### src/rtl/acrs_ram.sv
module acrs_ram #(
  parameter int WIDTH = 64,
  parameter int DEPTH = 64
) (
  input  logic                     clk,
  input  logic                     we,
  input  logic [$clog2(DEPTH)-1:0] waddr,
  input  logic [WIDTH-1:0]         wdata,
  input  logic [$clog2(DEPTH)-1:0] raddr,
  output logic [WIDTH-1:0]         rdata
);

  logic [WIDTH-1:0] mem [DEPTH];

  always_ff @(posedge clk) begin
    if (we) begin
      mem[waddr] <= wdata;
    end
    rdata <= mem[raddr];
  end

endmodule

### config.mk
export PLATFORM = sky130hd
export DESIGN_NAME = acrs_ram
export DESIGN_NICKNAME = d
export VERILOG_FILES = /design/src/rtl/acrs_ram.sv
export SDC_FILE = /design/constraint.sdc
export NUM_CORES = 2
export LEC_CHECK = 0
export ABC_CLOCK_PERIOD_IN_PS = 6300
export BUFFER_PORTS_ARGS = -buffer_cell sky130_fd_sc_hd__clkbuf_2
export CAP_MARGIN = 20
export CORE_MARGIN = 3
export CORE_UTILIZATION = 57
export DETAILED_ROUTE_END_ITERATION = 6
export GPL_TIMING_DRIVEN = 1
export PLACE_DENSITY_LB_ADDON = 0.3
export SLEW_MARGIN = 0
export SYNTH_ARGS = -nofsm -noshare
export SYNTH_HDL_FRONTEND = slang
export SYNTH_SLANG_ARGS = --single-unit
### constraint.sdc
create_clock -name clk -period 6.3 [get_ports clk]
set_clock_uncertainty 0.15 [all_clocks]
set_input_delay 0.945 -clock clk [delete_from_list [all_inputs] [get_ports clk]]
set_output_delay 0.945 -clock clk [all_outputs]
set_load 0.03 [all_outputs]
# Word level (Yosys, flattened, before mapping)
# Memory sizes are Yosys's and may differ from the RTL's. A register that Yosys moved wholly into a read port is not among the register bits.
# Index checks and enable logic that the tools add are counted.
# totals
mem_count	1
ramBits	4096
mem_bits_ro	0
out_inout_bits	64
latchBits	0
ff_bits	0
# classes
mul	0
n_mux	2
n_addsub	0
n_reduce_logical	0
bitwise_logic	0
n_eq_ne	0
n_shift	0
div	0
order_cmp	0
# memory_table
name	words	word_bits	rd	rd_ports_with_merged_regs	wr	line	rtl
mem	64	64	1	1	1	13	logic [WIDTH-1:0] mem [DEPTH];
# op_table
cell	n
$mux W1	2

# Depth between registers and ports, before layout
# logic_depth
word_depth	2
depth_mapped	9
depth_no_buf	5

# Worst setup path before layout
# No wires, ideal clock.
# synth_path
kind	input port to flip-flop
from	in waddr[3]
to	mem mem[48][0] (enable)
cell_stages	4
setup_time_ns	0.564
setup_slack_ns	-0.231
required_time_ns	5.586
arrival_time_ns	5.817
cell_sequence	clkbuf_1 > nor2b_1 > nand4b_1 > nor3_1
# synth_rtl
item	line	rtl
start, declared	7	input logic [$clog2(DEPTH)-1:0] waddr,
end, declared	13	
# Straight into the memory's write port.

# Worst setup path in the final report
# layout_path
from	in waddr[1]
to	mem mem[47][57] (enable)
# Straight into the memory's write port.

==> results.md <==
- Cell taking the most area after synthesis: edfxtp_1
- Post-CTS Resized: 0
- H-tree depth: 5
- Final net count: 7116
- DP Area: 0.1626 mm²
- Crit. End Element: flip-flop
- Row count: 191
- Avg Inst Size Synth: 23.70 µm²
- Max VDD drop: 0.2946 mV
- Area Overhead vs Synth: 13.21%
- Clock Path Buffers: 4
- Synth Register Bits: 4160
- Worst Hold Slack: 0.1299 ns
- Least-Margin Pin Slew: 1.329 ns
- Unrepaired setup endpoints after global routing: false
- Worst Hold Path Cells: 1
- Post-synthesis sequential area ratio: 79.49%
- 1st-iter DRT viols: 12.04k
- Syn_nets: 6676
- Dominant synthesized flop cell: edfxtp_1
- R2R depth: 5
- FF+latch area: 0.1243 mm²
- Slew margin rel.: 11.40%
- Fin crit share: 55.30%
- Fillers: 16.73k
- Routed via count: 76.12k
- Final worst slack: 2.816 ns
- Initial antenna violation count: 28
- WL/cell: 37.02 µm
- Global routing's busiest layer: met2
- Finished Layout Cells: 10.96k
- CTS tree: yes
- Critical path data arrival time: 3.88 ns
- Status: complete, no violations
- Cts bufs inserted: 399
- Core area: 0.2720 mm²
- Post-synth EDFFs: 4096
- Post-layout instance area: 0.1770 mm²
- Final core occ: 65.09%
- DIE HEIGHT: 529.7 µm
- # port buffers: 141
- Setup tns final: 0 ns
- Gr usage total: 29.11%
- Post-Syn Area: 0.1563 mm²
- Initial core utilization: 57.49%
- Layout cells sized above 1: 28.82%
- Tmin final: 3.484 ns
- Ys async rst share: 0%
- Final ANT Viol Nets: 0
- Vias per inst: 6.947
- Cells after synthesis: 6598
- IO Count: 142
- Pwr/cell area: 325.3 mW/mm²
- CP Class: input port to flip-flop
- Synthesis Warnings: 0
- Grt ovf: 0
- FMAX: 0.2870 GHz
- GR Util met2: 46.42%
- DP HPWL: 209300 µm
- Setup Buffers After CTS: 0
- DRT Pass-1 Iters: 6
- Max-cap violations: 0
- Hold crit path type: input port to flip-flop
- Final wirelength: 405600 µm
- Global placer's final weighted congestion: 0.8249
- Chip width: 529.7 µm
- Clock transition at path regs: 0.06 ns
- Startpoint types: input port
- Die area: 0.2806 mm²
- Unique masters post-synth: 33
- Final total power: 57.58 mW
- Number of global-route vias before repair: 76.37k
- Top post-synthesis cells by area: edfxtp_1 79%, mux4_2 15%, mux2i_1 0.86%, dfxtp_1 0.82%, a22oi_1 0.81%
- Post-CTS Hold Fix Bufs: 0
- Pleak: 55.49 nW
- Yosys top cell area share: 78.67%
- Root buffer cell: clkbuf_16
- Area taken by multi-input logic gates: 0.03079 mm²
- # placed instances: 10.15k
- Clock Sinks: 4160
- Final hold vios: 0
- Clock Latency Late Sink: 0.95 ns
- Met3 global-route usage: 5.785%
- Pin count of the biggest net entering global routing: 106
- # DRC: 0
- Pre-CTS setup slack: 1.876 ns
- Max-slew violation count: 0
- Worst Path Required: 6.70 ns
- GRT met1 Usage: 41.04%
- CP max FO: 24
- Setup violators final: 0
- First-pass GRT wire length: 576200 µm
==> layout by cell type, fill, tap and decap left out, drive strengths merged, types with 29 or more instances in the layout <==
| master | synthesis | routed |
|---|---|---|
| a211oi | 63 | 63 |
| a22o | 88 | 88 |
| a22oi | 168 | 168 |
| and3 | 64 | 64 |
| buf | 230 | 271 |
| bufinv | 0 | 41 |
| clkbuf | 140 | 654 |
| clkinv | 0 | 161 |
| dfxtp | 64 | 64 |
| edfxtp | 4096 | 4096 |
| mux2i | 135 | 135 |
| mux4 | 1024 | 1024 |
| nand2 | 58 | 58 |
| nand3 | 45 | 45 |
| nor2 | 112 | 112 |
| o221ai | 38 | 38 |
| o22ai | 83 | 83 |
| or3 | 29 | 29 |
==> worst max-delay path, cell delays in order <==
cell      delay, ns
clkbuf_2       0.25
nand4_1        0.82
nor2_4         1.18
buf_4          0.61
==> flip-flops by register name, summed over array words and instances, names as in the netlist <==
signal / cells
mem: 4096
rdata: 64
==> synthesized netlist by cell type, drive strengths merged (3+ instances only) <==
master   number
a211oi       63
a22o         88
a22oi       168
a2bb2oi      19
a31oi        18
a41oi        26
and2          3
and3         64
buf         230
clkbuf      140
dfxtp        64
edfxtp     4096
inv          19
mux2i       135
mux4       1024
nand2        58
nand2b       11
nand3        45
nor2        112
nor2b        28
o221ai       38
o22ai        83
or2          28
or3          29
==> per-layer routing <==
layer / vias up / routed length (µm)
li1: 29370 / -
met1: 40690 / 145600
met2: 5192 / 199400
met3: 837 / 46130
met4: 24 / 14350
met5: - / 160
==> power breakdown <==
group	internal, mW	leakage, nW	switching, mW	total, mW
clock	13.9	6.46	10.2	24.0
combinational	1.02	11.6	1.71	2.74
sequential	30.6	37.4	0.169	30.8
==> path summary, 6_finish.rpt <==
| path | from | to | slack (ns) |
|---|---|---|---|
| worst min register to register | mem[47][26] | rdata[26] | 0.69 |
| worst max register to register | mem[10][16] | rdata[16] | 3.90 |
| worst min-delay path | wdata[10] | mem[61][10] | 0.13 |
| worst max-delay path | waddr[1] | mem[47][57] | 2.82 |
==> logic make-up after synthesis <==
group	Yosys count	synth area share [%]
and+or+nand+nor	386	1.240
buffers and inverters	389	1.180
AOI/OAI and AO/OA	504	2.477
DFF	4160	79.49
muxes	1159	15.61
==> final cells by class <==
class,count,area share (%)
sequential,4160,70.21
tap,3570,2.523
antenna,13,0.01838
clock buffer,516,6.143
multi-input combinational,2049,17.39
inverter,19,0.04029
clock inverter,220,1.301
timing repair buffer,409,2.369
No activity file was read; power rests on OpenSTA's default activity.
