===== config.mk =====
export PLATFORM = sky130hd
export DESIGN_NAME = acrs_cmp
export DESIGN_NICKNAME = d
export VERILOG_FILES = /design/src/rtl/acrs_pkg.sv /design/src/rtl/acrs_cmp.sv
export SDC_FILE = /design/constraint.sdc
export NUM_CORES = 1
export LEC_CHECK = 0
export BUFFER_PORTS_ARGS = -buffer_cell sky130_fd_sc_hd__buf_2
export CELL_PAD_IN_SITES_DETAIL_PLACEMENT = 2
export CELL_PAD_IN_SITES_GLOBAL_PLACEMENT = 2
export CORE_UTILIZATION = 26
export DETAILED_ROUTE_END_ITERATION = 8
export PLACE_DENSITY_LB_ADDON = 0.1
export SYNTH_ARGS = -nofsm -noshare
export SYNTH_HDL_FRONTEND = slang
export SYNTH_SLANG_ARGS = --single-unit

===== constraint.sdc =====
create_clock -name vclk -period 3.11
set_input_delay 0.622 -clock vclk [all_inputs]
set_output_delay 0.622 -clock vclk [all_outputs]
set_load 0.05 [all_outputs]

===== src/rtl/acrs_pkg.sv =====
package acrs_pkg;

  localparam logic [2:0] ACT_CHECK    = 3'd0;
  localparam logic [2:0] ACT_ADD      = 3'd1;
  localparam logic [2:0] ACT_REMOVE   = 3'd2;
  localparam logic [2:0] ACT_CLEAR    = 3'd3;
  localparam logic [2:0] ACT_SNAPSHOT = 3'd4;

  typedef struct packed {
    logic [2:0]  action;
    logic [31:0] range_start;
    logic [31:0] range_end;
  } in_item_t;

  typedef struct packed {
    logic       visible;
    logic       table_full;
    logic [6:0] range_count;
  } out_item_t;

  // Compare results of one table entry against a pair of operands.
  typedef struct packed {
    logic lo_lt_bl;
    logic lo_eq_bl;
    logic lo_lt_bh;
    logic lo_eq_bh;
    logic hi_lt_bl;
    logic hi_eq_bl;
    logic hi_lt_bh;
    logic hi_eq_bh;
  } cmp_flags_t;

  typedef enum logic [4:0] {
    ST_IDLE,
    ST_CHK_A,
    ST_CHK_B,
    ST_ADD1_A,
    ST_ADD1_B,
    ST_ADD2_A,
    ST_ADD2_B,
    ST_MRG_A,
    ST_MRG_B,
    ST_ADD3_A,
    ST_ADD3_B,
    ST_REM0,
    ST_SH1_A,
    ST_SH1_B,
    ST_SH2_A,
    ST_SH2_B,
    ST_REM_END,
    ST_CUT0,
    ST_CUT1_A,
    ST_CUT1_B,
    ST_CUT2_A,
    ST_CUT2_B,
    ST_CUT_FIX,
    ST_DROP_A,
    ST_DROP_B,
    ST_PUT0,
    ST_PUT_A,
    ST_PUT_B,
    ST_SNAP_A,
    ST_SNAP_B,
    ST_DONE
  } state_t;

endpackage


===== src/rtl/acrs_cmp.sv =====
module acrs_cmp #(
  parameter int W = 32
) (
  input  logic [W-1:0]           a_lo,
  input  logic [W-1:0]           a_hi,
  input  logic [W-1:0]           b_lo,
  input  logic [W-1:0]           b_hi,
  output acrs_pkg::cmp_flags_t   flags
);

  always_comb begin
    flags.lo_lt_bl = a_lo < b_lo;
    flags.lo_eq_bl = a_lo == b_lo;
    flags.lo_lt_bh = a_lo < b_hi;
    flags.lo_eq_bh = a_lo == b_hi;
    flags.hi_lt_bl = a_hi < b_lo;
    flags.hi_eq_bl = a_hi == b_lo;
    flags.hi_lt_bh = a_hi < b_hi;
    flags.hi_eq_bh = a_hi == b_hi;
  end

endmodule


# Yosys cells after proc, flatten, opt, wreduce, memory -nomap -nowiden
# Index checks and enable logic that the tools add are counted.
totals:
  regBits: 0
  in_bits: 128
  wordCells: 8
op_classes:
  n_lt_le_gt_ge: 4
  n_eq_ne: 4
ops:
  columns: ["cell", "n"]
  rows:
  - ["$eq A32 B32 Y1", 4]
  - ["$lt A32 B32 Y1", 4]

# Longest topological paths before layout
logic_depth:
  word_depth: 1
  depth_mapped: 7
  ltp_nobuf: 7

# Worst setup path before layout
# Ideal clock, no wire load.
synth_timing:
  path_type: "input to output"
  start: "in b_hi[13]"
  end: "out flags[5] (netlist bit)"
  arrival_time_ns: 2.991
  path_slack_ns: -0.503
  path_stages: 7
  path_buffers: 0
  path_cell_list: "inv_1 > ha_1 > a21oi_1 > nor2_1 > a211o_1 > or4b_1 > a2111oi_2"
synth_lines:
  columns: ["element", "line_no", "text"]
  rows:
  - ["start: declaration", "acrs_cmp.sv:7", "input logic [W-1:0] b_hi,"]
  - ["end: declaration", "acrs_cmp.sv:8", "output acrs_pkg::cmp_flags_t flags"]

==> summary.txt <==
Status: finished, violations left
Failing checks: negative setup slack
Post-route ant nets: 0
Pwr dens: 139 nW/µm²
Post-synth top area share: 53.8%
Global-route wire length before repair: 18.6 mm
Hold Path Sink: flags[5]
Clock Power Share: 0%
Met3 routed WL: 535 µm
Finished Cell Area: 4650 µm²
Global route overflow: 0
Critical path peak fanout: 2
Final net count: 834
Length of routed met2 wiring: 6.84 mm
Post-Syn Area: 2980 µm²
RSZ-0062 raised after global routing: true
Number of global-route vias before repair: 4020
VDD IR-drop max: 0.0450 mV
WL per Instance: 17.4 µm
Ys Warns: 0
Post-Syn Instances: 396
Drt first pass iters: 4
Final Wtd Congestion: 0.780
Synth top cells by count: 128 x ha_1, 70 x inv_1, 47 x a21oi_1
Worst hold start: a_lo[31]
WL final: 12.5 mm
Post-route setup slack: -0.0617 ns
Final min period: 3.17 ns
Avg Cell Area, Syn: 7.52 µm²
Fin crit share: 102%
Area of placed instances: 4170 µm²
Crit Path Class: input pin to primary output
Initial DRC Count: 59
Slew @ Worst Pin: 0.409 ns
Register area: 0 µm²
IO Count: 136
GRT Total Usage: 19.9%
Synth-to-layout area growth: 56.3%
Net Sw Power: 0.338 mW
PortBufs: 136
Die area: 11900 µm²
Dpl ws: -0.252 ns
Crit end category: primary output
Count of flip-flops and latches: 0
Logic gate share of total power: 100.0%
Critical Path Source Type: input pin
# fillers: 1287
Syn Nets: 652
Via density per instance: 4.98
Die extent in x: 109 µm
MaxCap Viol Count: 0
Cell internal pwr: 0.310 mW
Synth unique cells: 27
Hpwl dp: 10.9 mm
Number of remaining DRC errors: 0
Largest cells by area after synthesis: ha_1 54%, inv_1 8.8%, a21oi_1 7.9%, nand2_1 5.3%, nand4_1 2.7%
Most frequent cell after synthesis: ha_1
Synth area leader: ha_1
Layout cell share with drive strength beyond 1: 40.8%
Initial Util: 27.1%
DRT met1 WL: 4.95 mm
Final setup violation count: 2
Leakage: 2.54 nW
CORE AREA: 11000 µm²
Switching share of power: 52.1%
Req. time, crit path: 2.49 ns
FP Rows: 38
Final Hold Viols: 0
Antenna violations before repair: 1
Flop pwr share: 0%
Largest net degree at the start of global routing: 4
Die Y: 109 µm
CLK BUF: 0
Data arrival, critical path: 2.55 ns
Worst slew margin: 72.4%
Fmax: 315 MHz
Vias after detailed routing: 3572
Max layer used: met4
Sequential area share after synthesis: 0%
Worst Hold Class: input pin to primary output
Slew Limit Fails: 0
Pwr Total: 0.648 mW
Hold depth: 4
Hold buffers post-CTS: 0
==> logic make-up (layout without fill, tap and decap cells) <==
| logic type | count (synthesis) | after routing | share of synthesized area, % |
|---|---|---|---|
| AOI/OAI and AO/OA | 97 | 97 | 20.5 |
| buffers and inverters | 70 | 250 | 8.82 |
| other | 0 | 1 | 0 |
| adders and majority gates | 128 | 128 | 53.8 |
| and+or+nand+nor | 101 | 101 | 16.9 |
==> area by class of cell <==
cell class                 count  area (µm²)  share of cell area [%]
tap                          140         175                    3.76
antenna                        1        2.50                  0.0538
inverter                      70         270                    5.81
timing repair buffer         180        1130                    24.3
multi-input combinational    326        3080                    66.1
==> power groups by stage <==
stage / Sequential, mW / Clock, mW / Combinational [mW]
after floorplan: 0 / 0 / 0.303
after global placement: 0 / 0 / 0.529
after detailed placement: 0 / 0 / 0.561
after CTS: 0 / 0 / 0.592
after global routing: 0 / 0 / 0.730
final: 0 / 0.0000000430 / 0.648
==> stage by stage <==
step	hold WS, ns	setup TNS [ns]	util [%]	instances
2_1_floorplan	1.50	-0.166	-	396
3_3_place_gp	1.81	-1.40	38.0	713
3_5_place_dp	1.82	-1.31	38.0	713
4_1_cts	1.76	-0.0415	39.4	716
5_1_grt	1.79	-0.287	42.4	716
6_report	1.75	-0.0846	42.4	717
==> metal layers <==
| layer | up-vias | GRT usage [%] |
|---|---|---|
| met3 | 12 | 2.09 |
| met2 | 83 | 40.4 |
| met1 | 1675 | 22.5 |
| met4 | 0 | 1.64 |
| met5 | - | 0 |
| li1 | 1802 | - |
==> what timing repair did <==
| action | in CTS | in global routing |
|---|---|---|
| endpoints found under the setup margin | 7 | 6 |
| setup buffers | 4 | 1 |
| pin swaps | 15 | 30 |
| resized for setup | 30 | 58 |
==> cell usage in the layout, fill, tap and decap left out, types with 6 or more instances in the layout <==
cell / instances
nor2_1: 12
nand2_1: 42
a21o_1: 10
nand3_1: 8
ha_4: 19
nand4_1: 13
o21a_1: 6
buf_6: 20
o21ai_0: 8
ha_1: 108
inv_1: 57
a21oi_1: 46
and4_1: 8
buf_2: 121
buf_4: 38
inv_2: 11
==> worst max-delay path, cell delays in order <==
cell	delay [ns]
buf_6	0.09
inv_2	0.07
ha_2	0.27
nand4_1	0.13
nor4_2	0.09
a21boi_1	0.16
or4b_4	0.53
a2111oi_4	0.37
buf_6	0.21
==> how the worst max path moves through the flow <==
| stage | start | end | slack (ns) | cells past startpoint |
|---|---|---|---|---|
| after floorplan | b_hi[13] | flags[5] | -0.17 | 7 |
| after global placement | a_lo[13] | flags[5] | -0.24 | 8 |
| after detailed placement | a_lo[1] | flags[5] | -0.25 | 8 |
| after CTS | b_hi[1] | flags[5] | -0.04 | 9 |
| after global routing | b_hi[12] | flags[5] | -0.15 | 9 |
| final | b_hi[12] | flags[5] | -0.06 | 9 |
(Power assumes the default switching activity.)
